--- config.mk ---
export PLATFORM = sky130hd
export DESIGN_NAME = mlh_ctrl
export DESIGN_NICKNAME = d
export VERILOG_FILES = /design/src/rtl/core/mlh_pkg.sv /design/src/rtl/core/mlh_ctrl.sv
export SDC_FILE = /design/constraint.sdc
export NUM_CORES = 1
export LEC_CHECK = 0
export BUFFER_PORTS_ARGS = -buffer_cell sky130_fd_sc_hd__buf_2
export CAP_MARGIN = 5
export CORE_MARGIN = 3
export CORE_UTILIZATION = 50
export CTS_CLUSTER_DIAMETER = 120
export DETAILED_ROUTE_END_ITERATION = 16
export PLACE_DENSITY_LB_ADDON = 0.15
export SLEW_MARGIN = 30
export SYNTH_ARGS = -nofsm -noshare
export SYNTH_HDL_FRONTEND = slang
export SYNTH_SLANG_ARGS = --single-unit
--- constraint.sdc ---
create_clock -name clock -period 3.7 [get_ports clock]
set_clock_uncertainty 0.15 [all_clocks]
set_input_delay 0 -clock clock [delete_from_list [all_inputs] [get_ports clock]]
set_output_delay 0 -clock clock [all_outputs]
set_load 0.05 [all_outputs]
--- src/rtl/core/mlh_pkg.sv ---
`default_nettype none
package mlh_pkg;

   localparam int MAX_LINES_DEF = 64;

   // request and result items
   typedef struct packed {
      logic               func;
      logic signed [31:0] slope;
      logic signed [31:0] intercept;
      logic signed [31:0] query_x;
   } req_type;

   typedef struct packed {
      logic signed [63:0] best_value;
      logic               hull_empty;
      logic               table_full;
      logic               line_kept;
   } rsp_type;

   // one stored line
   typedef struct packed {
      logic signed [31:0] slope;
      logic signed [31:0] intercept;
   } line_type;

   localparam logic FUNC_INSERT = 1'b0;
   localparam logic FUNC_QUERY  = 1'b1;

   // which line sits in the middle of a redundancy test
   typedef enum logic [1:0] {
      MODE_NEW,
      MODE_RGT,
      MODE_LFT
   } mode_type;

   typedef enum logic [4:0] {
      ST_IDLE, ST_CHECK, ST_S_RD, ST_S_CHK, ST_T1, ST_T2, ST_T3,
      ST_R_RD, ST_R_LD, ST_L_RD, ST_L_LD, ST_C_INIT, ST_C_RD, ST_C_WR, ST_C_NEW,
      ST_Q_LOOP, ST_Q_M1, ST_Q_M2, ST_Q_M3, ST_Q_M4, ST_Q_M5,
      ST_Q_F1, ST_Q_F2, ST_Q_F3, ST_DONE
   } state_type;

   typedef enum logic [4:0] {
      OP_IDLE, OP_CHECK, OP_SCAN_RD, OP_SCAN_CHK, OP_TEST_A, OP_TEST_B, OP_TEST_DEC,
      OP_RGT_RD, OP_RGT_LD, OP_LFT_RD, OP_LFT_LD, OP_COPY_INIT, OP_COPY_RD,
      OP_COPY_WR, OP_COPY_NEW, OP_Q_LOOP, OP_Q_LD_A, OP_Q_MUL_A, OP_Q_MUL_B,
      OP_Q_SUM, OP_Q_CMP, OP_Q_LD_F, OP_Q_MUL_F, OP_Q_BEST, OP_DONE
   } op_type;

   typedef struct packed {
      op_type   op;
      mode_type mode;
      logic     accept;
   } cmd_type;

   typedef struct packed {
      logic func_qry;
      logic is_full;
      logic is_empty;
      logic scan_end;
      logic slope_gt;
      logic redundant;
      logic rgt_end;
      logic rgt_last;
      logic lk_zero;
      logic lk_one;
      logic copy_end;
      logic lo_lt_hi;
      logic mid_nx;
   } sts_type;

endpackage
`default_nettype wire

--- src/rtl/core/mlh_ctrl.sv ---
`default_nettype none
module mlh_ctrl (
   input  wire logic             clock,
   input  wire logic             reset,
   input  wire logic             start,
   input  wire mlh_pkg::sts_type sts,
   output mlh_pkg::cmd_type      cmd,
   output logic                  busy,
   output logic                  rsp_strobe
);
   import mlh_pkg::*;

   state_type state_ff, state_in;
   mode_type  phase_ff, phase_in;

   always_ff @(posedge clock) begin
      if (reset) begin
         state_ff <= ST_IDLE;
         phase_ff <= MODE_NEW;
      end else begin
         state_ff <= state_in;
         phase_ff <= phase_in;
      end
   end

   // next state
   always_comb begin
      state_in = state_ff;
      phase_in = phase_ff;
      case (state_ff)
         ST_IDLE: if (start) state_in = ST_CHECK;
         ST_CHECK: begin
            if (sts.func_qry) begin
               state_in = sts.is_empty ? ST_DONE : ST_Q_LOOP;
            end else begin
               state_in = sts.is_full ? ST_DONE : ST_S_RD;
               phase_in = MODE_NEW;
            end
         end
         ST_S_RD:  state_in = sts.scan_end ? ST_T1 : ST_S_CHK;
         ST_S_CHK: state_in = sts.slope_gt ? ST_T1 : ST_S_RD;
         ST_T1:    state_in = ST_T2;
         ST_T2:    state_in = ST_T3;
         ST_T3: begin
            case (phase_ff)
               MODE_NEW: begin
                  if (sts.redundant) begin
                     state_in = ST_DONE;
                  end else if (!sts.rgt_end) begin
                     state_in = ST_R_RD;
                     phase_in = MODE_RGT;
                  end else if (sts.lk_zero) begin
                     state_in = ST_C_INIT;
                  end else begin
                     state_in = ST_L_RD;
                     phase_in = MODE_LFT;
                  end
               end
               MODE_RGT: begin
                  if (sts.redundant && !sts.rgt_last) begin
                     state_in = ST_R_RD;
                  end else if (sts.lk_zero) begin
                     state_in = ST_C_INIT;
                  end else begin
                     state_in = ST_L_RD;
                     phase_in = MODE_LFT;
                  end
               end
               MODE_LFT: begin
                  state_in = (sts.redundant && !sts.lk_one) ? ST_L_RD : ST_C_INIT;
               end
               default: state_in = ST_DONE;
            endcase
         end
         ST_R_RD:   state_in = sts.rgt_last ? ST_T1 : ST_R_LD;
         ST_R_LD:   state_in = ST_T1;
         ST_L_RD:   state_in = sts.lk_one ? ST_T1 : ST_L_LD;
         ST_L_LD:   state_in = ST_T1;
         ST_C_INIT: state_in = ST_C_RD;
         ST_C_RD:   state_in = sts.copy_end ? ST_C_NEW : ST_C_WR;
         ST_C_WR:   state_in = ST_C_RD;
         ST_C_NEW:  state_in = ST_DONE;
         ST_Q_LOOP: begin
            if (!sts.lo_lt_hi) begin
               state_in = ST_Q_F1;
            end else if (sts.mid_nx) begin
               state_in = ST_Q_M1;
            end
         end
         ST_Q_M1: state_in = ST_Q_M2;
         ST_Q_M2: state_in = ST_Q_M3;
         ST_Q_M3: state_in = ST_Q_M4;
         ST_Q_M4: state_in = ST_Q_M5;
         ST_Q_M5: state_in = ST_Q_LOOP;
         ST_Q_F1: state_in = ST_Q_F2;
         ST_Q_F2: state_in = ST_Q_F3;
         ST_Q_F3: state_in = ST_DONE;
         ST_DONE: state_in = ST_IDLE;
         default: state_in = ST_IDLE;
      endcase
   end

   // command outputs
   always_comb begin
      cmd.mode   = phase_ff;
      cmd.accept = (state_ff == ST_IDLE) && start;
      busy       = (state_ff != ST_IDLE);
      rsp_strobe = (state_ff == ST_DONE);
      case (state_ff)
         ST_IDLE:   cmd.op = OP_IDLE;
         ST_CHECK:  cmd.op = OP_CHECK;
         ST_S_RD:   cmd.op = OP_SCAN_RD;
         ST_S_CHK:  cmd.op = OP_SCAN_CHK;
         ST_T1:     cmd.op = OP_TEST_A;
         ST_T2:     cmd.op = OP_TEST_B;
         ST_T3:     cmd.op = OP_TEST_DEC;
         ST_R_RD:   cmd.op = OP_RGT_RD;
         ST_R_LD:   cmd.op = OP_RGT_LD;
         ST_L_RD:   cmd.op = OP_LFT_RD;
         ST_L_LD:   cmd.op = OP_LFT_LD;
         ST_C_INIT: cmd.op = OP_COPY_INIT;
         ST_C_RD:   cmd.op = OP_COPY_RD;
         ST_C_WR:   cmd.op = OP_COPY_WR;
         ST_C_NEW:  cmd.op = OP_COPY_NEW;
         ST_Q_LOOP: cmd.op = OP_Q_LOOP;
         ST_Q_M1:   cmd.op = OP_Q_LD_A;
         ST_Q_M2:   cmd.op = OP_Q_MUL_A;
         ST_Q_M3:   cmd.op = OP_Q_MUL_B;
         ST_Q_M4:   cmd.op = OP_Q_SUM;
         ST_Q_M5:   cmd.op = OP_Q_CMP;
         ST_Q_F1:   cmd.op = OP_Q_LD_F;
         ST_Q_F2:   cmd.op = OP_Q_MUL_F;
         ST_Q_F3:   cmd.op = OP_Q_BEST;
         ST_DONE:   cmd.op = OP_DONE;
         default:   cmd.op = OP_IDLE;
      endcase
   end
endmodule
`default_nettype wire

* Word level (Yosys, flattened, before mapping)
Memories as Yosys holds them, arrays and structs flattened. A register that Yosys moved wholly into a read port is not among the register bits.
Index checks and enable logic that the tools add are counted.
** Storage, ports and cells
- Input bits :: 16
- Register bits :: 7
- Memories :: 1
- Output and inout port bits :: 10
- Bits in read-only memories :: 160
** Memory list
- (name not given) :: depth 32, bits a word 5, rd ports 1, clocked after Yosys merged registers in 1, write ports 0, RTL line mlh_ctrl.sv:109 : case (state_ff)
** Cells by class
- Eq/ne operators :: 32
- Multiplexer cells :: 27
- Reductions and logical operators :: 14
** Operators by type and width (number)
- one-hot mux 5 bit (21 select lines) :: 1
- 2-to-1 mux 5 bit :: 10
- equality test 5 bit (second input constant) :: 9
- equality test 5 x 4 -> 1 bit (second input constant) :: 8
- equality test 5 x 3 -> 1 bit (second input constant) :: 4
- 2-to-1 mux 2 bit :: 8
- one-hot mux 5 bit (3 select lines) :: 1
- 2-to-1 mux 4 bit :: 3
- equality test 5 x 2 -> 1 bit (second input constant) :: 2
- inequality test 3 bit (second input constant) :: 3
- one-hot mux 2 bit (2 select lines) :: 2
- 2-to-1 mux 3 bit :: 2
- OR reduction 2 bit :: 3
- equality test 5 x 1 -> 1 bit (second input constant) :: 1
- zero test 5 bit :: 1
- AND reduction 5 bit :: 1
- nonzero test 5 bit :: 1
- inequality test 2 bit (second input constant) :: 2
- logical AND 1 bit :: 3
- inequality test 3 x 2 -> 1 bit (second input constant) :: 1
- equality test 2 x 1 -> 1 bit (second input constant) :: 1
- equality test 2 bit (second input constant) :: 1
- zero test 1 bit :: 2
- zero test 2 bit :: 1
- other kinds (2) :: 2

* Logic depth before layout (Yosys ltp)
- Depth in word-level cells :: 7
- Depth in mapped cells :: 8
- Gate-level depth less buffers :: 8

* Worst setup path after synthesis
Ideal clock, no wire load.
- Kind :: reg2reg
- From :: register phase_ff[0]
- To :: register, netlist name cmd[6]
- Path slack :: 1.447 ns
- Buffers on the path :: 0
- Arrival :: 1.989 ns
- Data required time :: 3.435 ns
- Cell stages (with the launch flop) :: 8
- Cell sequence :: dfxtp_1 > inv_1 > ha_1 > nor2_1 > or3_1 > a311oi_2 > nor3_1 > o21a_1
** Between the ends
- Word-level cells in the longest chain between the ends :: 5
- Elaborated cells between the ends (all ways) :: 7
- Those cells by class :: eq/ne: 2; mux: 4; reduce/logical: 1
** RTL lines
- start: declaration :: RTL line mlh_ctrl.sv:14 : mode_type phase_ff, phase_in;
- start signal: assignment :: RTL line mlh_ctrl.sv:22 : phase_ff <= phase_in;
- equality test 2 bit, or another cell as far along :: RTL line mlh_ctrl.sv:45 : case (phase_ff)
- one-hot mux 5 bit (3 select lines) * :: RTL line mlh_ctrl.sv:45
- one-hot mux 5 bit (21 select lines) * :: RTL line mlh_ctrl.sv:30 : case (state_ff)
- 2-to-1 mux 5 bit (no source line) * (2 in a row)
Mark *: on every way between the ends. The rest lies on a longest branch, timed or not.
A chain may end at the register's enable or synchronous reset.

* Worst setup path in the final report
- From :: register state_ff[0]
- To :: register phase_ff[0]
** Between the ends
- Word-level cells in the longest chain between the ends :: 3
- Elaborated cells between the ends (all ways) :: 9
- Those cells by class :: eq/ne: 6; mux: 1; reduce/logical: 2
** RTL lines
- start: declaration :: RTL line mlh_ctrl.sv:13 : state_type state_ff, state_in;
- start signal: assignment :: RTL line mlh_ctrl.sv:21 : state_ff <= state_in;
- equality test 5 x 3 -> 1 bit or equality test 5 x 1 -> 1 bit (tied branches) :: RTL line mlh_ctrl.sv:30
- inequality test 3 x 2 -> 1 bit (no source line), or another cell as far along
- AND reduction 5 bit (no source line)
Parallel ways exist; a longest one is shown, timed or not.

==> results.py <==
metrics = {
    "pwr": {
        "ir_drop_uv": 508,
        "powerDensity_mw_per_mm2": 750,
        "p_leak_nw": 0.497,
        "total_power_mw": 0.908,
    },
    "drt": {
        "finalWirelength_um": 2540,
        "via_per_inst": 5.90,
        "drt_pass1_iterations": 4,
        "drc": 0,
        "wire_per_inst_um": 13.9,
        "drtAntennaViolNets": 0,
        "drt_iter0_markers": 33,
        "dr_total_vias": 1073,
    },
    "clock_network": {
        "post_cts_resized": 0,
        "cts-htree-levels": 1,
        "clk_latency_ns": 0.26,
        "cts.sinks": 12,
        "cts_tree": "done",
        "clockRootBuffer": "clkbuf_4",
        "cts_buffers": 3,
        "cts_buffer_depth": 2,
        "clk_pin_slew_ns": 0.06,
    },
    "grt": {
        "grtUsageTotal_pct": 20.8,
        "overflow": 0,
        "grt_antenna_before_repair": 0,
        "grt_pass1_vias": 987,
        "grt_pass1_wl_um": 4250,
        "grt_max_degree": 19,
    },
    "layout": {
        "layout_commonest_cell": "buf_2",
        "fin_util_pct": 65.9,
        "fin_area_sq_mm": 0.00121,
        "finalNonFillerCells": 182,
        "area_growth_pct": 17.8,
        "layout_common_cells": "25 x buf_2, 14 x nor2_1, 12 x dfxtp_1",
        "multi_input_area_sq_um": 736,
        "seq_area_sq_um": 240,
        "diodes": 0,
        "final_nets": 179,
        "layout-drive-gt1-share_pct": 22.3,
        "fillers": 174,
    },
    "logic_synthesis": {
        "syn_inst": 132,
        "synth.avg_cell_area_sq_um": 7.79,
        "synth_edf_count": 0,
        "ys_seq_area_share_pct": 23.4,
        "yosysWarnings": 0,
        "yosys.area.top_type": "dfxtp_1",
        "yosysTopAreaCellShare_pct": 23.4,
        "synth.cell_area_sq_mm": 0.00103,
        "ys_seq_elements": 12,
        "synth.area.top_cells": "dfxtp_1 23%, nor2b_1 6.1%, nor2_1 5.1%",
        "synth_cell_types": 50,
        "syn-num-nets": 152,
        "async_flop_share_pct": 0,
        "synth_ff_type": "dfxtp_1",
    },
    "worst_setup_path": {
        "crit_fanout": 16,
        "arrival_ns": 2.77,
        "cp.required_ns": 3.75,
        "endpoint_kind": "flip-flop",
        "startpoint_type": "flip-flop",
        "critPathKind": "reg -> reg",
    },
    "sta": {
        "finalHoldViolCount": 0,
        "worstMarginPinSlew_ns": 0.651,
        "setup_viol": 0,
        "setup_tns_ns": 0,
        "rsz0062_at_grt": "false",
        "fin_ws_ns": 0.985,
        "max_freq_ghz": 0.368,
        "timing.hold.ws_ns": 0.0206,
        "relSlewSlack_pct": 56.0,
        "period_share_pct": 73.4,
        "drv_slew": 0,
        "period_minus_slack_ns": 2.72,
    },
    "floorplan": {
        "core_sq_mm": 0.00184,
        "io_pins": 26,
        "die-area_sq_mm": 0.00264,
        "die_x_um": 51.4,
        "row_count": 15,
        "start_util_pct": 55.9,
        "die_h_um": 51.4,
    },
    "placed_design": {
        "hpwlAfterDp_um": 1880,
        "place_ws_ns": 1.40,
        "place_congestion": 0.895,
        "place_area_sq_mm": 0.00116,
        "portBuffers": 25,
        "place_inst": 176,
    },
    "flow_run": {
        "cap_violations": 0,
    },
    "status": {
        "status": "finished clean",
    },
    "worst_hold_path": {
        "hold_path.class": "in -> reg",
    },
}
==> state kept, by name, indices dropped and copies added (netlist names) <==
name      cells
state_ff      5
phase_ff      2
cmd           5
==> Yosys cell counts (2+ instances only) <==
cell type / n
nor2_1: 14
or3_1: 3
and3_1: 2
o21a_1: 2
a21oi_1: 5
o211ai_1: 2
nor3b_1: 2
nand2_1: 3
a21o_1: 2
nor3_1: 5
nand3b_1: 2
o32ai_1: 3
nand2b_1: 6
buf_2: 3
clkbuf_1: 2
o21ai_0: 10
o22ai_1: 2
a31oi_1: 2
inv_1: 7
nor2b_1: 10
dfxtp_1: 12
mux2i_1: 2
ha_1: 4
==> layer usage <==
metal | global-route usage, % | vias up | wire (um)
li1 | - | 540 | -
met1 | 28.8 | 489 | 1200
met4 | 8.30 | 0 | 38
met2 | 32.8 | 39 | 1130
met5 | 0 | - | 0
met3 | 2.04 | 5 | 161
==> cell type report <==
| class | instances | share of cell area [%] |
|---|---|---|
| Multi-Input combinational cell | 107 | 60.7 |
| Sequential cell | 12 | 19.8 |
| Timing Repair Buffer | 28 | 12.8 |
| Tap cell | 25 | 2.58 |
| Inverter | 7 | 2.17 |
| Clock buffer | 3 | 1.86 |
==> cell families after synthesis <==
family          synth area share, %
simple gates                   34.4
xor+xnor                      0.852
buf+inv                        5.11
fa+ha+maj                      4.87
compound gates                 28.3
flops                          23.4
mux                            3.04
==> power by group <==
| part | internal, mW | total (mW) | switching (mW) |
|---|---|---|---|
| clock | 0.0375 | 0.0718 | 0.0344 |
| combinational | 0.203 | 0.560 | 0.357 |
| sequential | 0.176 | 0.276 | 0.101 |
| total | 0.416 | 0.908 | 0.492 |
==> worst paths after layout <==
check	slack [ns]	cells after the start	from	to
max	0.98	5	state_ff[0]	phase_ff[0]
min	0.02	5	sts[6]	phase_ff[1]
max reg2reg	0.98	5	state_ff[0]	phase_ff[0]
min reg2reg	0.41	2	phase_ff[1]	phase_ff[1]
==> critical path: stages (launching register included) <==
cell and delay, ns:
dfxtp_1 0.65, or3b_1 0.43, o32a_1 0.33, or4_1 0.41, a21oi_1 0.14, dlygate4sd3_1 0.55
==> repair_timing <==
action	in CTS	in global routing
hold buffers	3	0
hold endpoints to repair	7	0
setup buffers	0	0
No activity file was read; power rests on OpenSTA's default activity.
